### src/lsc_pkg.sv
`default_nettype none
// ----------------------------------------------------------------------------
// lsc_pkg: shared types and constants of the LRU sector cache
// Sizes, request codes and the front-to-back command record.
// ----------------------------------------------------------------------------
package lsc_pkg;
	localparam int ENTRIES          = 16;
	localparam int SECTOR_BYTES     = 256;
	localparam int WORD_BYTES       = 8;
	localparam int WORDS_PER_SECTOR = (SECTOR_BYTES + WORD_BYTES - 1) / WORD_BYTES;
	localparam int SLOT_W           = $clog2(ENTRIES);
	localparam int WIDX_W           = $clog2(WORDS_PER_SECTOR);
	localparam int MEM_DEPTH        = ENTRIES * WORDS_PER_SECTOR;
	localparam int ADDR_W           = $clog2(MEM_DEPTH);
	localparam int CNT_W            = $clog2(ENTRIES + 1);
	localparam int CMDQ_DEPTH       = 4;
	localparam int CMDQ_AW          = $clog2(CMDQ_DEPTH);

	typedef enum logic [1:0] {
		REQ_GET   = 2'd0,
		REQ_PUT   = 2'd1,
		REQ_CLEAR = 2'd2,
		REQ_NONE  = 2'd3
	} req_t;

	// Classified request handed from front to back.
	typedef struct packed {
		logic                       is_get;   // else: put word to write
		logic                       hit;
		logic [SLOT_W-1:0]          slot;
		logic [8:0]                 length;
		logic [WIDX_W-1:0]          widx;
		logic [63:0]                data;
		logic                       start;    // first word: zero the slot first
		logic [31:0]                hit_count;
		logic [31:0]                miss_count;
		logic [4:0]                 occupancy;
	} cmd_t;
endpackage
`default_nettype wire

### src/lsc_front.sv
`default_nettype none
// ----------------------------------------------------------------------------
// lsc_front: lookup and replacement
// Keeps tags, lengths, LRU ranks and counters; classifies each request
// and issues commands for the data side.
// ----------------------------------------------------------------------------
module lsc_front (
	input  wire                    clk,
	input  wire                    arst_n,
	input  wire                    cfg_we,
	input  wire  [4:0]             cfg_wdata,
	input  wire                    in_valid,
	output logic                   in_ready,
	input  wire  [1:0]             req_type,
	input  wire  [7:0]             track,
	input  wire  [7:0]             sector,
	input  wire  [4:0]             word_index,
	input  wire  [63:0]            data_word,
	input  wire  [8:0]             put_length,
	input  wire                    last_word,
	output logic                   cmd_valid,
	output lsc_pkg::cmd_t          cmd,
	input  wire                    cmd_ready
);
	import lsc_pkg::*;

	logic [ENTRIES-1:0]      valid_q;
	logic [15:0]             key_q  [ENTRIES];
	logic [8:0]              len_q  [ENTRIES];
	logic [SLOT_W-1:0]       rank_q [ENTRIES];
	logic [31:0]             hitc_q, missc_q;
	logic [SLOT_W-1:0]       open_q;
	logic                    active_q;
	logic [CNT_W-1:0]        cap_q;
	logic                    zeroing_q;   // slot zero pending: hold words

	logic [15:0]             key;
	logic [ENTRIES-1:0]      match;
	logic                    found;
	logic [SLOT_W-1:0]       found_slot, free_slot, lru_slot, sel_slot;
	logic                    has_free;
	logic [CNT_W-1:0]        occ;
	logic [CNT_W-1:0]        cap_new;
	logic                    take, is_put, is_get, put_start;
	logic [8:0]              len_sat;
	logic [SLOT_W-1:0]       put_slot;
	logic [8:0]              put_len;
	logic                    write_ok;
	logic [ENTRIES-1:0]      evict;
	logic [31:0]             hitc_n, missc_n;

	assign key = {track, sector};

	always_comb begin
		found = 1'b0; found_slot = '0; has_free = 1'b0; free_slot = '0;
		lru_slot = '0; occ = '0;
		for (int i = 0; i < ENTRIES; i++) begin
			match[i] = valid_q[i] && (key_q[i] == key);
			if (valid_q[i]) occ = occ + CNT_W'(1);
			if (valid_q[i] && rank_q[i] == SLOT_W'(cap_q - CNT_W'(1)))
				lru_slot = SLOT_W'(i);
		end
		for (int i = ENTRIES - 1; i >= 0; i--) begin
			if (match[i]) begin found = 1'b1; found_slot = SLOT_W'(i); end
			if (!valid_q[i]) begin has_free = 1'b1; free_slot = SLOT_W'(i); end
		end
	end

	// With ranks dense 0..occ-1, the least recent holds rank occ-1 = cap-1 when full.
	always_comb begin
		priority if (found)                 sel_slot = found_slot;
		else if (occ < cap_q && has_free)   sel_slot = free_slot;
		else                                sel_slot = lru_slot;
	end

	assign is_put    = req_type == REQ_PUT;
	assign is_get    = req_type == REQ_GET;
	assign put_start = is_put && word_index == 5'd0;
	assign len_sat   = (put_length > 9'(SECTOR_BYTES)) ? 9'(SECTOR_BYTES) : put_length;
	assign put_slot  = put_start ? sel_slot : open_q;
	assign put_len   = put_start ? len_sat : len_q[open_q];
	assign write_ok  = (put_start || active_q) && ({1'b0, word_index} < 6'(WORDS_PER_SECTOR))
		&& ({4'd0, word_index} * 9'(WORD_BYTES) < put_len);

	assign in_ready = cmd_ready && !zeroing_q;
	assign take     = in_valid && in_ready;

	assign hitc_n  = (hitc_q  != '1 && found)  ? hitc_q + 32'd1  : hitc_q;
	assign missc_n = (missc_q != '1 && !found) ? missc_q + 32'd1 : missc_q;

	always_comb begin
		cmd_valid      = 1'b0;
		cmd            = '0;
		cmd.is_get     = is_get;
		cmd.hit        = found;
		cmd.slot       = is_get ? found_slot : put_slot;
		cmd.length     = is_get ? len_q[found_slot] : put_len;
		cmd.widx       = WIDX_W'(word_index);
		cmd.data       = data_word;
		cmd.start      = put_start;
		cmd.hit_count  = hitc_n;
		cmd.miss_count = missc_n;
		cmd.occupancy  = 5'(occ);
		if (take && is_get) cmd_valid = 1'b1;
		if (take && is_put && (put_start || (active_q && write_ok))) cmd_valid = 1'b1;
	end

	assign cap_new = (cfg_wdata == 5'd0) ? CNT_W'(1) :
		(cfg_wdata > 5'(ENTRIES)) ? CNT_W'(ENTRIES) : CNT_W'(cfg_wdata);
	always_comb
		for (int i = 0; i < ENTRIES; i++)
			evict[i] = valid_q[i] && (CNT_W'(rank_q[i]) >= cap_new);

	always_ff @(posedge clk or negedge arst_n) begin
		if (!arst_n) begin
			valid_q   <= '0;
			for (int i = 0; i < ENTRIES; i++) rank_q[i] <= '0;
			hitc_q    <= '0;
			missc_q   <= '0;
			open_q    <= '0;
			active_q  <= 1'b0;
			cap_q     <= CNT_W'(ENTRIES);
			zeroing_q <= 1'b0;
		end else begin
			zeroing_q <= take && put_start;
			if (cfg_we) begin
				cap_q <= cap_new;
				for (int i = 0; i < ENTRIES; i++)
					if (evict[i]) begin valid_q[i] <= 1'b0; rank_q[i] <= '0; end
				if (active_q && evict[open_q]) active_q <= 1'b0;
			end else if (take) begin
				unique case (req_type)
					REQ_CLEAR: begin hitc_q <= '0; missc_q <= '0; end
					REQ_GET: begin
						hitc_q  <= hitc_n;
						missc_q <= missc_n;
						if (found)
							for (int i = 0; i < ENTRIES; i++)
								if (valid_q[i] && rank_q[i] < rank_q[found_slot])
									rank_q[i] <= rank_q[i] + SLOT_W'(1);
						if (found) rank_q[found_slot] <= '0;
					end
					REQ_PUT: begin
						if (put_start) begin
							for (int i = 0; i < ENTRIES; i++)
								if (valid_q[i] && (!(found || occ >= cap_q || !has_free)
									|| rank_q[i] < rank_q[sel_slot]))
									rank_q[i] <= rank_q[i] + SLOT_W'(1);
							rank_q[sel_slot]  <= '0;
							valid_q[sel_slot] <= 1'b1;
							open_q            <= sel_slot;
							active_q          <= !last_word;
						end else if (active_q && last_word) active_q <= 1'b0;
					end
					default: ;
				endcase
			end
		end
	end

	always_ff @(posedge clk)
		if (!cfg_we && take && put_start) begin
			key_q[sel_slot] <= key;
			len_q[sel_slot] <= len_sat;
		end

	assert property (@(posedge clk) disable iff (!arst_n)
		$countones(valid_q) <= int'(cap_q))
		else $error("occupancy above capacity");
	assert property (@(posedge clk) disable iff (!arst_n)
		$onehot0(match))
		else $error("key held in two slots");
	assert property (@(posedge clk) disable iff (!arst_n)
		zeroing_q |-> !in_ready)
		else $error("input taken during slot zeroing");
endmodule
`default_nettype wire

### config.mk
export PLATFORM = sky130hd
export DESIGN_NAME = lsc_front
export DESIGN_NICKNAME = d
export VERILOG_FILES = /design/src/lsc_pkg.sv /design/src/lsc_front.sv
export SDC_FILE = /design/constraint.sdc
export NUM_CORES = 2
export LEC_CHECK = 0
export BUFFER_PORTS_ARGS = -buffer_cell sky130_fd_sc_hd__buf_2
export CAP_MARGIN = 20
export CORE_MARGIN = 2
export CORE_UTILIZATION = 52
export CTS_BUF_LIST = sky130_fd_sc_hd__clkbuf_4
export CTS_CLUSTER_DIAMETER = 150
export DETAILED_ROUTE_END_ITERATION = 8
export PLACE_DENSITY = 0.85
export REMOVE_ABC_BUFFERS = 1
export SETUP_SLACK_MARGIN = 0.5
export SLEW_MARGIN = 20
export SYNTH_ARGS = -nofsm -noshare
export SYNTH_HDL_FRONTEND = slang
export SYNTH_SLANG_ARGS = --single-unit
### constraint.sdc
create_clock -name clk -period 13.1 [get_ports clk]
set_input_delay 2.62 -clock clk [delete_from_list [all_inputs] [get_ports clk]]
set_output_delay 2.62 -clock clk [all_outputs]
set_load 0.02 [all_outputs]
==> results.py <==
metrics = {
    "sta": {
        "finalMaxSlewViolations": 0,
        "fmax_ghz": 0.0808,
        "fin_skew_ps": 71.2,
        "rsz0062_at_grt": "false",
        "hold_viol_final": 0,
        "setup_viol": 0,
        "finalSetupTns_ps": 0,
        "post-route-period-util": 0.945,
        "tightest_slew_ps": 1250,
        "max_slew_margin": 0.159,
        "finalCriticalPeriod_ps": 12370,
    },
    "place": {
        "port_buffers": 134,
        "place.gp.congestion": 1.07,
        "hpwl_um": 96300,
        "placed_area_um2": 40400,
    },
    "yosys": {
        "synth.most_common_cell": "nand2_1",
        "ys_seq_area_frac": 0.408,
        "synth_top_area_cell": "edfxtp_1",
        "synth_area_per_cell_um2": 10.1,
        "synth_top_area_share": 0.309,
        "synthCells": 3858,
        "yosysWarnings": 0,
        "ys_seq_elements": 555,
        "synth_edf_count": 400,
        "synth_common_cells": "nand2_1 (417), edfxtp_1 (400), xnor2_1 (300)",
        "ys_types": 103,
        "synth_ff_type": "edfxtp_1",
        "yosys-top-cells-area": "edfxtp_1 (31%), dfrtp_1 (9.9%), xnor2_1 (6.8%)",
        "synthArstFlopShare": 0.279,
        "synth_area_um2": 38900,
    },
    "critical_path": {
        "crit_path_end_kind": "output port",
        "r2r_slack_ps": 1330,
        "cp_max_fo": 7,
        "reg2reg_to": "rank_q[58]",
        "cp_slowest_cell": "dfrtp_1",
        "cpLargestDelayFamily": "adder cells",
        "critical-path-max-stage-delay_ps": 400,
        "worst_ep_required_time_ps": 10480,
        "crit_buf_inv": 4,
        "crit_path_frequent_cell": "ha_1",
        "worst-r2r-cell-count": 62,
        "worstSetupPathType": "reg2out",
        "reg2reg_from": "valid_q[0]",
        "arrival_ps": 9750,
        "worst_setup_path_start_kind": "flop",
    },
    "drt": {
        "wl_met2_um": 61400,
        "drt-total-wl_um": 144000,
        "vias": 34514,
        "dr.max_layer_used": "met5",
        "drtIter0Drc": 4805,
        "detail_route.wl_per_cell_um": 28.2,
        "ant_nets": 0,
        "wl_met1_um": 50900,
        "drc": 0,
        "viasPerCell": 6.78,
        "wl_met3_um": 20500,
        "dr.pass1.iters": 8,
    },
    "floorplan": {
        "die_h_um": 278,
        "dieArea_um2": 77000,
        "io_pins": 263,
        "rows": 100,
        "start_util": 0.524,
        "dieWidth_um": 278,
        "core_um2": 74300,
    },
    "clocking": {
        "clk_latency_ps": 1040,
        "h-tree-depth": 4,
        "cts_hold_buf": 0,
        "cts.path.max_buffers": 3,
        "cts_root_buf": "clkbuf_4",
        "cts.sinks": 555,
        "tritoncts": "built",
        "cts_buffers": 148,
        "cts.clk_slew.worst_paths_ps": 70,
    },
    "global_route": {
        "grt_pass1_vias": 33548,
        "grt_max_degree": 71,
        "grt.total_usage": 0.364,
        "grt_pass1_wl_um": 211000,
        "overflow": 0,
        "antenna_found_initial": 4,
    },
    "final_layout": {
        "final_area_um2": 42800,
        "fillers": 5999,
        "drive_gt1_frac": 0.169,
        "synthToLayoutAreaGrowth_pct": 9.88,
        "fin_nets": 4320,
    },
    "pwr": {
        "leakage_nw": 16.6,
        "p_total_mw": 4.26,
        "ir_drop_uv": 102,
        "cellPowerDensity_nw_per_um2": 99.6,
    },
    "status": {
        "status": "finished, final reports clean",
    },
    "min_path": {
        "hold_path_class": "reg2reg",
        "hold_end": "hitc_q[27]",
        "worstHoldPathCells": 1,
        "hp-start": "hitc_q[27]",
    },
    "flow_run": {
        "cap_violations": 0,
    },
}
worst register-to-register path, delay by kind of cell (launching register included):
family | cells | cell delay, ps
multiplexers | 5 | 1190
buffers and inverters | 5 | 920
adder cells (fa/ha/maj) | 11 | 3030
AND/OR/NAND/NOR | 20 | 2840
XOR/XNOR | 4 | 800
AO/OA/AOI/OAI | 17 | 2470
flip-flops | 1 | 400
metrics by stage:
| stage | cells | worst slack, ps | utilization | hold slack [ps] |
|---|---|---|---|---|
| 2_1_floorplan | 3598 | 630 | - | 457 |
| 3_3_place_gp | 4807 | 1170 | 0.543 | 472 |
| 3_5_place_dp | 4807 | 921 | 0.543 | 483 |
| 4_1_cts | 5075 | 511 | 0.570 | 493 |
| 5_1_grt | 5091 | 338 | 0.575 | 527 |
| 6_report | 5093 | 726 | 0.575 | 492 |
where the power goes:
group / leakage, nW / switching (mW) / internal, mW
clock network: 1.11 / 0.826 / 0.742
registers: 5.70 / 0.0491 / 1.90
logic: 9.75 / 0.470 / 0.271
layer usage:
layer	track usage	up-vias
li1	-	14703
met1	0.454	16276
met2	0.537	2801
met3	0.126	724
met4	0.238	10
met5	0.0169	-
timing repair:
item	in CTS	in global routing
gates resized for setup	24	46
endpoints found under the setup margin	4	40
pin swaps	11	25
buffers inserted	4	13
flip-flops by register name, indices dropped and copies added, names as in the netlist:
name       flops
active_q       1
missc_q       32
hitc_q        32
rank_q        64
zeroing_q      1
valid_q       16
len_q        144
key_q        256
cap_q          5
open_q         4
final cells by class:
| class | count | area (um^2) | area share |
|---|---|---|---|
| inverter | 86 | 323 | 0.00755 |
| clock buffer | 196 | 1470 | 0.0344 |
| sequential | 555 | 15900 | 0.372 |
| clock inverter | 68 | 407 | 0.00951 |
| antenna | 3 | 7.51 | 0.000176 |
| multi-input combinational | 2957 | 21700 | 0.509 |
| timing repair buffer | 259 | 1690 | 0.0396 |
| tap | 969 | 1210 | 0.0284 |
worst max-delay path by stage:
stage | start | to | cells after the start | slack (ps)
after floorplan | valid_q[1] | rank_q[63] | 57 | 630
after global placement | valid_q[1] | cmd[148] | 49 | 1170
after detailed placement | valid_q[1] | cmd[151] | 50 | 920
after CTS | valid_q[0] | cmd[148] | 49 | 510
after global routing | valid_q[0] | cmd[151] | 49 | 340
final | valid_q[0] | cmd[151] | 51 | 730
layout by cell type, fill, tap and decap left out, drive strengths merged, types with 22 or more instances in the layout:
| cell type | synthesis | routed |
|---|---|---|
| nand2 | 417 | 417 |
| nand4 | 120 | 120 |
| a21o | 53 | 53 |
| xor2 | 114 | 114 |
| mux2 | 25 | 25 |
| xnor2 | 302 | 302 |
| edfxtp | 400 | 400 |
| and3 | 33 | 33 |
| and2 | 24 | 24 |
| o31ai | 27 | 27 |
| a211oi | 46 | 46 |
| or2 | 28 | 28 |
| inv | 83 | 92 |
| nor2 | 244 | 244 |
| dfrtp | 154 | 154 |
| a22o | 39 | 39 |
| or4 | 22 | 22 |
| mux2i | 97 | 97 |
| clkbuf | 120 | 196 |
| clkinv | 3 | 61 |
| o22ai | 23 | 23 |
| o211ai | 31 | 31 |
| o21a | 24 | 24 |
| mux4 | 48 | 48 |
| nor3 | 77 | 77 |
| nor2b | 36 | 36 |
| nand3 | 151 | 151 |
| buf | 140 | 259 |
| xnor3 | 24 | 24 |
| nand2b | 58 | 58 |
| a21oi | 148 | 148 |
| a31oi | 33 | 33 |
| ha | 206 | 206 |
| o21ai | 201 | 201 |
cells by family after synthesis:
kind of cell | Yosys count | synth area share
AND/OR/NAND/NOR | 1343 | 0.174
XOR/XNOR | 443 | 0.110
adder cells (fa/ha/maj) | 207 | 0.0665
AO/OA/AOI/OAI | 794 | 0.138
multiplexers | 170 | 0.0600
buffers and inverters | 346 | 0.0439
flip-flops | 555 | 0.408
Note: power is estimated with default switching activity, not from simulation.
